**config.mk**
```make
export PLATFORM = sky130hd
export DESIGN_NAME = utf8_to_text_grid_loader
export DESIGN_NICKNAME = d
export VERILOG_FILES = /design/src/rtl/core/utg_pkg.sv /design/src/rtl/core/utg_front.sv /design/src/rtl/core/utg_queue.sv /design/src/rtl/core/utg_back.sv /design/src/rtl/core/utg_to_text_grid_loader_dummy.sv /design/src/rtl/core/utf8_to_text_grid_loader.sv
export SDC_FILE = /design/constraint.sdc
export NUM_CORES = 1
export LEC_CHECK = 0
export BUFFER_PORTS_ARGS = -buffer_cell sky130_fd_sc_hd__buf_4
export CORE_MARGIN = 5
export CORE_UTILIZATION = 34
export CTS_CLUSTER_SIZE = 30
export DETAILED_ROUTE_END_ITERATION = 16
export PLACE_DENSITY_LB_ADDON = 0.05
export SLEW_MARGIN = 0
export SYNTH_ARGS = -nofsm -noshare
export SYNTH_HDL_FRONTEND = slang
export SYNTH_HIERARCHICAL = 1
export SYNTH_SLANG_ARGS = --single-unit
```
**constraint.sdc**
```tcl
create_clock -name clk -period 5.6 [get_ports clk]
set_input_delay 0.28 -clock clk [delete_from_list [all_inputs] [get_ports clk]]
set_output_delay 0.28 -clock clk [all_outputs]
set_load 0.02 [all_outputs]
```
**src/rtl/core/utg_pkg.sv**
```systemverilog
// ----------------------------------------------------------------------------
// utg_pkg
// Shared types and constants of the UTF-8 text grid loader: default grid
// dimensions, decoder byte codes and the job record passed from the decoding
// front end to the result back end.
// ----------------------------------------------------------------------------
package utg_pkg;

    localparam int LINE_WIDTH_DEF = 240;
    localparam int ROW_LIMIT_DEF  = 128;

    localparam int QUEUE_DEPTH = 4;
    localparam int QPTR_W      = $clog2(QUEUE_DEPTH);
    localparam int QCNT_W      = $clog2(QUEUE_DEPTH + 1);

    localparam logic [7:0] BOM_BYTE0 = 8'hEF;
    localparam logic [7:0] BOM_BYTE1 = 8'hBB;
    localparam logic [7:0] BOM_BYTE2 = 8'hBF;
    localparam logic [1:0] BOM_DONE  = 2'd3;

    localparam logic [15:0] CODE_CR = 16'h000D;
    localparam logic [15:0] CODE_LF = 16'h000A;

    localparam logic [2:0] LEAD2_PREFIX = 3'b110;
    localparam logic [3:0] LEAD3_PREFIX = 4'b1110;

    localparam logic [1:0] AWAIT_NONE = 2'd0;
    localparam logic [1:0] AWAIT_ONE  = 2'd1;
    localparam logic [1:0] AWAIT_TWO  = 2'd2;

    localparam logic KIND_CHAR    = 1'b0;
    localparam logic KIND_SUMMARY = 1'b1;

    typedef struct packed {
        logic        has_char;
        logic        is_last;
        logic [6:0]  row;
        logic [7:0]  column;
        logic [15:0] code;
        logic [7:0]  lines;
    } job_t;

    typedef struct packed {
        logic full;
        logic empty;
    } q_status_t;

endpackage

```
**src/rtl/core/utg_front.sv**
```systemverilog
// ----------------------------------------------------------------------------
// utg_front
// Decoding front end. Takes one file byte per cycle unless stalled, assembles
// UTF-8 sequences, strips a leading byte order mark, tracks the grid position
// and queues one job for every byte that places a character or ends the file.
// ----------------------------------------------------------------------------
module utg_front #(
    parameter int LineWidth = utg_pkg::LINE_WIDTH_DEF,
    parameter int RowLimit  = utg_pkg::ROW_LIMIT_DEF
) (
    input  logic               clk,
    input  logic               rst_n,
    input  logic               data_valid,
    output logic               data_stall,
    input  logic [7:0]         data_byte,
    input  logic               final_byte,
    input  utg_pkg::q_status_t q_status,
    output logic               push,
    output utg_pkg::job_t      push_job
);
    import utg_pkg::*;

    logic [1:0]  awaited_reg, awaited_next;
    logic [15:0] partial_reg, partial_next;
    logic [1:0]  bom_phase_reg, bom_phase_next;
    logic        bom_match_reg, bom_match_next;
    logic [7:0]  row_reg, row_next;
    logic [7:0]  col_reg, col_next;
    logic        full_reg, full_next;

    logic        accept;
    logic        start;
    logic        ch_valid;
    logic [15:0] ch;
    logic [15:0] code_shift;
    logic [7:0]  bom_expect;
    logic [8:0]  col_inc;
    logic [8:0]  row_inc;
    logic [8:0]  lines_raw;
    job_t        job;

    assign data_stall = q_status.full;
    assign accept     = data_valid && !q_status.full;

    always_comb
    begin
        case (bom_phase_reg)
            2'd0:    bom_expect = BOM_BYTE0;
            2'd1:    bom_expect = BOM_BYTE1;
            2'd2:    bom_expect = BOM_BYTE2;
            default: bom_expect = BOM_BYTE0;
        endcase
    end

    always_comb
    begin
        awaited_next   = awaited_reg;
        partial_next   = partial_reg;
        bom_phase_next = bom_phase_reg;
        bom_match_next = bom_match_reg;
        row_next       = row_reg;
        col_next       = col_reg;
        full_next      = full_reg;
        start          = 1'b0;
        ch_valid       = 1'b0;
        ch             = '0;
        code_shift     = {partial_reg[9:0], data_byte[5:0]};
        col_inc        = {1'b0, col_reg} + 9'd1;
        row_inc        = {1'b0, row_reg} + 9'd1;
        lines_raw      = '0;
        job            = '0;

        if (!full_reg)
        begin
            if (bom_phase_reg != BOM_DONE)
            begin
                if (data_byte != bom_expect)
                begin
                    bom_match_next = 1'b0;
                end
                bom_phase_next = bom_phase_reg + 2'd1;
            end

            if (awaited_reg != AWAIT_NONE)
            begin
                if (final_byte && awaited_reg == AWAIT_TWO)
                begin
                    awaited_next = AWAIT_NONE;
                    partial_next = '0;
                    start        = 1'b1;
                end
                else
                begin
                    partial_next = code_shift;
                    awaited_next = awaited_reg - 2'd1;
                    if (awaited_reg == AWAIT_ONE)
                    begin
                        if (!(bom_phase_reg == 2'd2 && bom_match_next))
                        begin
                            ch_valid = 1'b1;
                            ch       = code_shift;
                        end
                        partial_next = '0;
                    end
                end
            end
            else
            begin
                start = 1'b1;
            end

            if (start)
            begin
                if (!data_byte[7])
                begin
                    ch_valid = 1'b1;
                    ch       = {8'h00, data_byte};
                end
                else if (data_byte[7:5] == LEAD2_PREFIX)
                begin
                    if (!final_byte)
                    begin
                        awaited_next = AWAIT_ONE;
                        partial_next = {11'd0, data_byte[4:0]};
                    end
                end
                else if (data_byte[7:4] == LEAD3_PREFIX)
                begin
                    if (!final_byte)
                    begin
                        awaited_next = AWAIT_TWO;
                        partial_next = {12'd0, data_byte[3:0]};
                    end
                end
            end

            if (ch_valid && ch != CODE_CR)
            begin
                if (ch == CODE_LF)
                begin
                    row_next = row_inc[7:0];
                    col_next = '0;
                    if (row_inc >= 9'(RowLimit))
                    begin
                        full_next = 1'b1;
                    end
                end
                else
                begin
                    job.has_char = 1'b1;
                    job.row      = row_reg[6:0];
                    job.column   = col_reg;
                    job.code     = ch;
                    if (col_inc >= 9'(LineWidth))
                    begin
                        row_next = row_inc[7:0];
                        col_next = '0;
                        if (row_inc >= 9'(RowLimit))
                        begin
                            full_next = 1'b1;
                        end
                    end
                    else
                    begin
                        col_next = col_inc[7:0];
                    end
                end
            end
        end

        if (final_byte)
        begin
            lines_raw = {1'b0, row_next} + 9'd1;
            if (full_next || lines_raw > 9'(RowLimit))
            begin
                job.lines = 8'(RowLimit);
            end
            else
            begin
                job.lines = lines_raw[7:0];
            end
            job.is_last    = 1'b1;
            awaited_next   = AWAIT_NONE;
            partial_next   = '0;
            bom_phase_next = '0;
            bom_match_next = 1'b1;
            row_next       = '0;
            col_next       = '0;
            full_next      = 1'b0;
        end
    end

    assign push     = accept && (job.has_char || job.is_last);
    assign push_job = job;

    always_ff @(posedge clk or negedge rst_n)
    begin
        if (!rst_n)
        begin
            awaited_reg   <= AWAIT_NONE;
            partial_reg   <= '0;
            bom_phase_reg <= '0;
            bom_match_reg <= 1'b1;
            row_reg       <= '0;
            col_reg       <= '0;
            full_reg      <= 1'b0;
        end
        else if (accept)
        begin
            awaited_reg   <= awaited_next;
            partial_reg   <= partial_next;
            bom_phase_reg <= bom_phase_next;
            bom_match_reg <= bom_match_next;
            row_reg       <= row_next;
            col_reg       <= col_next;
            full_reg      <= full_next;
        end
    end

endmodule

```
**src/rtl/core/utg_queue.sv**
```systemverilog
// ----------------------------------------------------------------------------
// utg_queue
// Short job queue between the decoding front end and the result back end,
// so that either side can stall without holding up the other.
// ----------------------------------------------------------------------------
module utg_queue (
    input  logic               clk,
    input  logic               rst_n,
    input  logic               push,
    input  utg_pkg::job_t      push_job,
    input  logic               pop,
    output utg_pkg::job_t      pop_job,
    output utg_pkg::q_status_t status
);
    import utg_pkg::*;

    job_t              entry_reg [QUEUE_DEPTH];
    logic [QPTR_W-1:0] wr_ptr_reg, wr_ptr_next;
    logic [QPTR_W-1:0] rd_ptr_reg, rd_ptr_next;
    logic [QCNT_W-1:0] count_reg, count_next;
    logic              do_push;
    logic              do_pop;

    assign status.full  = (count_reg == QCNT_W'(QUEUE_DEPTH));
    assign status.empty = (count_reg == '0);
    assign do_push      = push && !status.full;
    assign do_pop       = pop && !status.empty;
    assign pop_job      = entry_reg[rd_ptr_reg];

    always_comb
    begin
        wr_ptr_next = wr_ptr_reg;
        rd_ptr_next = rd_ptr_reg;
        count_next  = count_reg;
        if (do_push)
        begin
            wr_ptr_next = (wr_ptr_reg == QPTR_W'(QUEUE_DEPTH - 1)) ? '0
                                                                     : wr_ptr_reg + QPTR_W'(1);
        end
        if (do_pop)
        begin
            rd_ptr_next = (rd_ptr_reg == QPTR_W'(QUEUE_DEPTH - 1)) ? '0
                                                                     : rd_ptr_reg + QPTR_W'(1);
        end
        if (do_push && !do_pop)
        begin
            count_next = count_reg + QCNT_W'(1);
        end
        else if (do_pop && !do_push)
        begin
            count_next = count_reg - QCNT_W'(1);
        end
    end

    always_ff @(posedge clk)
    begin
        if (do_push)
        begin
            entry_reg[wr_ptr_reg] <= push_job;
        end
    end

    always_ff @(posedge clk or negedge rst_n)
    begin
        if (!rst_n)
        begin
            wr_ptr_reg <= '0;
            rd_ptr_reg <= '0;
            count_reg  <= '0;
        end
        else
        begin
            wr_ptr_reg <= wr_ptr_next;
            rd_ptr_reg <= rd_ptr_next;
            count_reg  <= count_next;
        end
    end

endmodule

```
**src/rtl/core/utg_back.sv**
```systemverilog
// ----------------------------------------------------------------------------
// utg_back
// Result back end. Takes jobs from the queue and turns each into one or two
// result items (a placed character, the end-of-file summary, or both), held
// in an output register.
// ----------------------------------------------------------------------------
module utg_back (
    input  logic               clk,
    input  logic               rst_n,
    input  utg_pkg::q_status_t q_status,
    input  utg_pkg::job_t      pop_job,
    output logic               pop,
    output logic               result_valid,
    input  logic               result_stall,
    output logic               kind,
    output logic [6:0]         row,
    output logic [7:0]         column,
    output logic [15:0]        code_unit,
    output logic [7:0]         line_count,
    output logic               run_end
);
    import utg_pkg::*;

    logic        valid_reg, valid_next;
    logic        kind_reg, kind_next;
    logic [6:0]  row_reg, row_next;
    logic [7:0]  column_reg, column_next;
    logic [15:0] code_reg, code_next;
    logic [7:0]  lines_reg, lines_next;
    logic        run_end_reg, run_end_next;
    logic        pend_reg, pend_next;
    logic [7:0]  pend_lines_reg, pend_lines_next;
    logic        load;

    assign load = !valid_reg || !result_stall;

    always_comb
    begin
        valid_next      = valid_reg;
        kind_next       = kind_reg;
        row_next        = row_reg;
        column_next     = column_reg;
        code_next       = code_reg;
        lines_next      = lines_reg;
        run_end_next    = run_end_reg;
        pend_next       = pend_reg;
        pend_lines_next = pend_lines_reg;
        pop             = 1'b0;

        if (load)
        begin
            if (pend_reg)
            begin
                valid_next   = 1'b1;
                kind_next    = KIND_SUMMARY;
                row_next     = '0;
                column_next  = '0;
                code_next    = '0;
                lines_next   = pend_lines_reg;
                run_end_next = 1'b1;
                pend_next    = 1'b0;
            end
            else if (!q_status.empty)
            begin
                pop        = 1'b1;
                valid_next = 1'b1;
                if (pop_job.has_char)
                begin
                    kind_next       = KIND_CHAR;
                    row_next        = pop_job.row;
                    column_next     = pop_job.column;
                    code_next       = pop_job.code;
                    lines_next      = '0;
                    run_end_next    = !pop_job.is_last;
                    pend_next       = pop_job.is_last;
                    pend_lines_next = pop_job.lines;
                end
                else
                begin
                    kind_next    = KIND_SUMMARY;
                    row_next     = '0;
                    column_next  = '0;
                    code_next    = '0;
                    lines_next   = pop_job.lines;
                    run_end_next = 1'b1;
                end
            end
            else
            begin
                valid_next = 1'b0;
            end
        end
    end

    always_ff @(posedge clk or negedge rst_n)
    begin
        if (!rst_n)
        begin
            valid_reg <= 1'b0;
            pend_reg  <= 1'b0;
        end
        else
        begin
            valid_reg <= valid_next;
            pend_reg  <= pend_next;
        end
    end

    always_ff @(posedge clk)
    begin
        kind_reg       <= kind_next;
        row_reg        <= row_next;
        column_reg     <= column_next;
        code_reg       <= code_next;
        lines_reg      <= lines_next;
        run_end_reg    <= run_end_next;
        pend_lines_reg <= pend_lines_next;
    end

    assign result_valid = valid_reg;
    assign kind         = kind_reg;
    assign row          = row_reg;
    assign column       = column_reg;
    assign code_unit    = code_reg;
    assign line_count   = lines_reg;
    assign run_end      = run_end_reg;

endmodule

```
**src/rtl/core/utg_to_text_grid_loader_dummy.sv**
```systemverilog
// ----------------------------------------------------------------------------
// utg_check
// Port-level handshake checker for the result channel of the text grid
// loader: a stalled result item stays valid and holds its code unit.
// ----------------------------------------------------------------------------
module utg_check (
    input logic        clk,
    input logic        rst_n,
    input logic        result_valid,
    input logic        result_stall,
    input logic [15:0] code_unit
);
    property p_hold;
        @(posedge clk) disable iff (!rst_n)
        result_valid && result_stall |=> result_valid && $stable(code_unit);
    endproperty

    a_hold: assert property (p_hold)
        else $error("Stalled result item changed.");

endmodule

```
**src/rtl/core/utf8_to_text_grid_loader.sv**
```systemverilog
// ----------------------------------------------------------------------------
// utf8_to_text_grid_loader
// Loads a UTF-8 file, one byte per item, onto a text grid and reports each
// placed character with its row and column, then a line count summary.
// ----------------------------------------------------------------------------
// The block takes one byte per cycle while data_stall is low. A byte yields
// no result, one character item or one summary item; the final byte of a file
// that also completes a character yields a character item, then the summary,
// while the front end keeps taking bytes into a four-entry job queue. A job
// goes through the queue and then the output register. Lead bytes C0-DF and
// E0-EF start two- and three-byte sequences; other non-ASCII leads are
// dropped, as are a leading byte order mark and CR. LF starts a new row, rows
// wrap at LineWidth, and bytes after RowLimit rows are ignored until the end.
// ----------------------------------------------------------------------------
module utf8_to_text_grid_loader #(
    parameter int LineWidth = utg_pkg::LINE_WIDTH_DEF,
    parameter int RowLimit  = utg_pkg::ROW_LIMIT_DEF
) (
    input  logic        clk,
    input  logic        rst_n,
    input  logic        data_valid,
    output logic        data_stall,
    input  logic [7:0]  data_byte,
    input  logic        final_byte,
    output logic        result_valid,
    input  logic        result_stall,
    output logic        kind,
    output logic [6:0]  row,
    output logic [7:0]  column,
    output logic [15:0] code_unit,
    output logic [7:0]  line_count,
    output logic        run_end
);
    import utg_pkg::*;

    q_status_t q_status;
    logic      push;
    job_t      push_job;
    logic      pop;
    job_t      pop_job;

    utg_front #(
        .LineWidth (LineWidth),
        .RowLimit  (RowLimit)
    ) u_front (
        .clk        (clk),
        .rst_n      (rst_n),
        .data_valid (data_valid),
        .data_stall (data_stall),
        .data_byte  (data_byte),
        .final_byte (final_byte),
        .q_status   (q_status),
        .push       (push),
        .push_job   (push_job)
    );

    utg_queue u_queue (
        .clk      (clk),
        .rst_n    (rst_n),
        .push     (push),
        .push_job (push_job),
        .pop      (pop),
        .pop_job  (pop_job),
        .status   (q_status)
    );

    utg_back u_back (
        .clk          (clk),
        .rst_n        (rst_n),
        .q_status     (q_status),
        .pop_job      (pop_job),
        .pop          (pop),
        .result_valid (result_valid),
        .result_stall (result_stall),
        .kind         (kind),
        .row          (row),
        .column       (column),
        .code_unit    (code_unit),
        .line_count   (line_count),
        .run_end      (run_end)
    );

    utg_check u_check (
        .clk          (clk),
        .rst_n        (rst_n),
        .result_valid (result_valid),
        .result_stall (result_stall),
        .code_unit    (code_unit)
    );

    a_summary_ends_run: assert property (@(posedge clk) disable iff (!rst_n)
        result_valid && kind == KIND_SUMMARY |-> run_end)
        else $error("Summary item without run end.");

    a_column_in_row: assert property (@(posedge clk) disable iff (!rst_n)
        result_valid && kind == KIND_CHAR |-> 9'(column) < 9'(LineWidth))
        else $error("Character placed beyond the line width.");

    a_line_count_range: assert property (@(posedge clk) disable iff (!rst_n)
        result_valid && kind == KIND_SUMMARY
        |-> line_count != 8'd0 && 9'(line_count) <= 9'(RowLimit))
        else $error("Line count outside the grid.");

    a_no_push_when_full: assert property (@(posedge clk) disable iff (!rst_n)
        q_status.full |-> !push && data_stall)
        else $error("Job pushed into a full queue.");

endmodule
```
======== Word level (Yosys, flattened, before mapping) ========
Memory sizes are Yosys's and may differ from the RTL's.
Cells that the tools add are included.
operators by class
  add/sub/neg operators ................... 9
  $lt $le $gt $ge ......................... 3
  eq/ne operators ......................... 15
  mux-type cells .......................... 94
  bitwise gates (word level) .............. 2
  reductions and logical operators ........ 29
operators by type and width
  operator                                              count
  2-to-1 mux 16 bit                                     18
  2-to-1 mux 8 bit                                      17
  2-to-1 mux 31 bit                                     3
  2-to-1 mux 1 bit                                      38
  adder 8 x 1 -> 9 bit, second input constant           3
  2-to-1 mux 2 bit                                      13
  >= comparator 9 x 8 -> 1 bit, second input constant   2
  equality test 16 x 4 -> 1 bit, second input constant  1
  != test 16 x 4 -> 1 bit, second input constant        1
  2-to-1 mux 7 bit                                      2
  one-hot mux 7 bit (2 select lines)                    1
  > comparator 9 x 8 -> 1 bit, second input constant    1
  logical AND 1 bit                                     9
  equality test 2 bit, second input constant            4
  != test 8 bit                                         1
  nonzero test 2 bit                                    4
  zero test 1 bit                                       7
  adder 2 x 1 -> 2 bit, second input constant           3
  equality test 3 bit, second input constant            2
  2-to-1 mux 3 bit                                      2
  != test 2 bit, second input constant                  3
  AND reduction 3 bit                                   2
  equality test 2 x 1 -> 1 bit, second input constant   2
  equality test 4 bit, second input constant            1
  other kinds (8)                                       12
word-level totals
  register bits after elaboration ......... 96
  memory bits (writable) .................. 164
  input port bits ......................... 13
  output and inout port bits .............. 43
  memories ................................ 1
memories
  memory             depth  width  rd ports  clocked after memory_dff  wr ports  RTL line         RTL
  u_queue.entry_reg  4      41     1         0                         1         utg_queue.sv:17  job_t entry_reg [QUEUE_DEPTH];

======== Depth between registers and ports, before layout ========
  depth in word-level cells ............... 25
  mapped depth ............................ 19

======== Hierarchy ========
The synthesis kept the hierarchy.
by module, submodules not included
  module     times used  cells each  area each (um^2)
  utg_queue  1           252         6,351.1
  utg_front  1           350         2,812.7
  utg_back   1           111         1,914.3

======== Worst setup path after synthesis ========
Ideal clock, no wire load.
  kind .................................... reg-to-reg
  start point ............................. register u_front.bom_phase_reg[0]
  end point ............................... memory u_queue/entry_reg[0][0] (netlist name) (enable)
  arrival time ............................ 3.552 ns
  data required time ...................... 5.198 ns
  path slack .............................. 1.645 ns
  cell stages (with the launch flop) ...... 15
  buffers on the path ..................... 3
  path through ............................ dfrtp_1 -> inv_1 -> ha_1 -> and3b_1 -> o2111ai_2 -> o221ai_1 -> a21oi_1 -> buf_2 -> o21a_1 -> clkbuf_1 -> nor2_1 -> nor2_1 -> nor2b_1 -> buf_2 -> and2_1
RTL lines
  element                   RTL line          RTL
  start: declaration        utg_front.sv:25   logic [1:0] bom_phase_reg, bom_phase_next;
  start signal: assignment  utg_front.sv:212  bom_phase_reg <= bom_phase_next;
  end: declaration          utg_queue.sv:17

==> flow_summary.json <==
{
  "p_per_area_mw_per_mm2": 532,
  "num_rows": 66,
  "root_buffer": "clkbuf_16",
  "finalCritPeriodShare_pct": 78.2,
  "drv_slew": 0,
  "yosysUniqueCellTypes": 70,
  "timing.fmax_ghz": 0.228,
  "synth_warnings": 6,
  "maxSlewHeadroom_pct": 36.6,
  "num-fill-cells": 2992,
  "netSwitchingFraction_pct": 31.1,
  "setup_tns_ps": 0,
  "p_switching_w": 0.00215,
  "clock-sinks": 254,
  "cts_resized": 0,
  "holdWs_ps": 30.8,
  "ys_seq_area_share_pct": 67.0,
  "synth_xor_area_share_pct": 1.57,
  "antenna_found_initial": 0,
  "grt_pass1_vias": 6556,
  "p_leak_nw": 4.67,
  "portBuffers": 55,
  "ctsHoldBuffers": 3,
  "die_x_um": 191,
  "io_pins": 56,
  "p_clk_share_pct": 28.2,
  "syn_area_mm2": 0.0111,
  "worstPathArrival_ps": 4650,
  "cts_tree": "done",
  "endpoint_kind": "register",
  "grt_pass1_wl_um": 39300,
  "grt_overflow": 0,
  "skew_ps": 12.4,
  "critPathMaxFanout": 11,
  "yosys.area_share.simple_pct": 10.9,
  "cts_buffers": 29,
  "grt_max_degree": 44,
  "syn_nets": 744,
  "place.gp.congestion": 0.841,
  "clkLatencyLatePin_ps": 540,
  "core_mm2": 0.0324,
  "worst_pin_slew_ps": 943,
  "drive_gt1_share_pct": 22.5,
  "synth_flop_cell": "edfxtp_1",
  "synth_mux_area_share_pct": 9.31,
  "nNetsFinal": 807,
  "startpoint_type": "register",
  "route.detailed.drc": 0,
  "syn_avg_cell_area_um2": 15.5,
  "hold_viol_final": 0,
  "hold_class": "in -> reg",
  "die_area_mm2": 0.0363,
  "worstSetupPathType": "reg -> reg",
  "vdd_ir_drop_max_mv": 0.295,
  "dp.final_hpwl_um": 16300,
  "die_h_um": 191,
  "status": "complete, no violations",
  "wl_um": 25100,
  "synthAdderAreaFrac_pct": 2.10,
  "internal-power_w": 0.00477,
  "path_clk_slew_ps": 60,
  "via_count": 6229,
  "synthCells": 713,
  "cts-htree-levels": 1,
  "track_usage_pct": 14.0,
  "antenna_left": 0,
  "syn_to_final_growth_pct": 17.5,
  "max-cap-violations": 0,
  "final_cell_mix": "edfxtp_1 (213), buf_4 (61), and2_1 (57)",
  "async_flop_share_pct": 16.1,
  "via_per_inst": 5.02,
  "avgRoutedWirePerCell_um": 20.2,
  "rsz0062_at_grt": "no",
  "largest_register_ffs": 164,
  "synth_top_family_by_area": "simple AND/OR/NAND/NOR gates",
  "synth_edf_count": 213,
  "clockBufferDepth": 3,
  "period_needed_ps": 4380,
  "dr.pass1.iters": 5,
  "power.share.combinational_pct": 30.1,
  "final_common_cell": "edfxtp_1",
  "ys_ff_latch": 254,
  "drt_iter0_markers": 396,
  "critical_path_required_ps": 5880,
  "setup_violations": 0,
  "synth_compound_area_share_pct": 6.89,
  "power_frac_seq_pct": 41.6,
  "start_util_pct": 34.2,
  "post_cts_buffers": 0
}
-- stage by stage --
stage / utilization (%) / std cells / instance area, um2 / total power [W] / setup slack [ps]
finish: 40.2 / 1242 / 13000 / 0.00692 / 1220
detailed placement: 37.0 / 1184 / 12000 / 0.00507 / 1240
global route: 40.2 / 1241 / 13000 / 0.00734 / 761
global placement: 37.0 / 1184 / 12000 / 0.00503 / 1400
floorplan: - / 713 / 11100 / 0.00432 / 1650
CTS: 40.2 / 1241 / 13000 / 0.00706 / 1240
-- cell families (layout without fill, tap and decap cells) --
kind of cell,after synthesis,after routing
buffers and inverters,48,134
DFF,254,254
adders and majority gates,18,18
xor gates and xnor gates,19,19
AOI/OAI and AO/OA,108,108
muxes,50,50
and+or+nand+nor,216,216
other,0,1
-- worst max-delay path: stages, from the launching register on --
cell and delay (ps):
dfrtp_1 390, inv_1 90, ha_1 290, a21oi_2 270, and3_1 290, o221ai_1 170, a21oi_1 180, buf_4 190
and2_1 310, nand2_1 100, nand2_1 110, ha_1 250, nand3_1 100, o22ai_1 230, nand2_1 100, xnor2_1 160
o41a_1 490, nor3_1 390
-- layout make-up --
type                            count  area, um2  share of cell area [%]
Antenna cell                        1       2.50                  0.0192
Clock buffer                       32        737                    5.66
Clock inverter                     22        262                    2.01
Inverter                           12       45.0                   0.346
Multi-Input combinational cell    411       3420                    26.3
Sequential cell                   254       7430                    57.1
Tap cell                          442        553                    4.25
Timing Repair Buffer               68        568                    4.36
-- routing by layer --
metal | GRT usage, % | share of wire [%] | wire length, um
met5 | 0 | 0 | 0
met3 | 2.27 | 4.4 | 1110
met2 | 23.8 | 49 | 12300
met1 | 19.0 | 45 | 11300
met4 | 3.18 | 1.6 | 393
-- Yosys cell counts (all sizes together) (5+ instances only) --
library cell	number	area [um2]
edfxtp	213	6400
and2	61	382
mux4	41	923
nand2	41	154
dfrtp	40	1000
o21ai	34	174
nor2	31	119
a22o	19	166
clkbuf	19	71.3
nand3	19	95.1
buf	17	134
ha	17	213
a21oi	13	68.8
and3	12	75.1
inv	12	45.0
xnor2	12	113
nor3	11	55.1
nor2b	9	63.8
nor3b	8	75.1
xor2	7	61.3
nand2b	6	37.5
o22ai	6	37.5
mux2	5	67.6
o31ai	5	42.5
-- power groups by stage --
stage               combinational, W  clock [W]  sequential, W
floorplan                    0.00126          0        0.00306
global placement             0.00212          0        0.00291
detailed placement           0.00214          0        0.00293
CTS                          0.00215    0.00202        0.00289
global route                 0.00229    0.00211        0.00294
finish                       0.00208    0.00195        0.00288
-- final timing paths --
kind / startpoint / end / slack [ps] / cells after the start
worst max-delay path: u_front/awaited_reg[0]$_DFFE_PN0P_ / u_queue/entry_reg[2][0]$_DFFE_PP_ / 1220 / 17
worst min-delay path: data_byte[0] / u_front/partial_reg[0]$_DFFE_PN0P_ / 30 / 2
worst max register to register: u_front/awaited_reg[0]$_DFFE_PN0P_ / u_queue/entry_reg[2][0]$_DFFE_PP_ / 1220 / 17
worst min register to register: u_queue/count_reg[2]$_DFFE_PN0P_ / u_queue/count_reg[2]$_DFFE_PN0P_ / 530 / 1
max in group asynchronous: rst_n / u_queue/rd_ptr_reg[0]$_DFFE_PN0P_ / 4860 / 2
min in group asynchronous: rst_n / u_queue/count_reg[1]$_DFFE_PN0P_ / 290 / 2
Note: power is estimated with default switching activity, not from simulation.
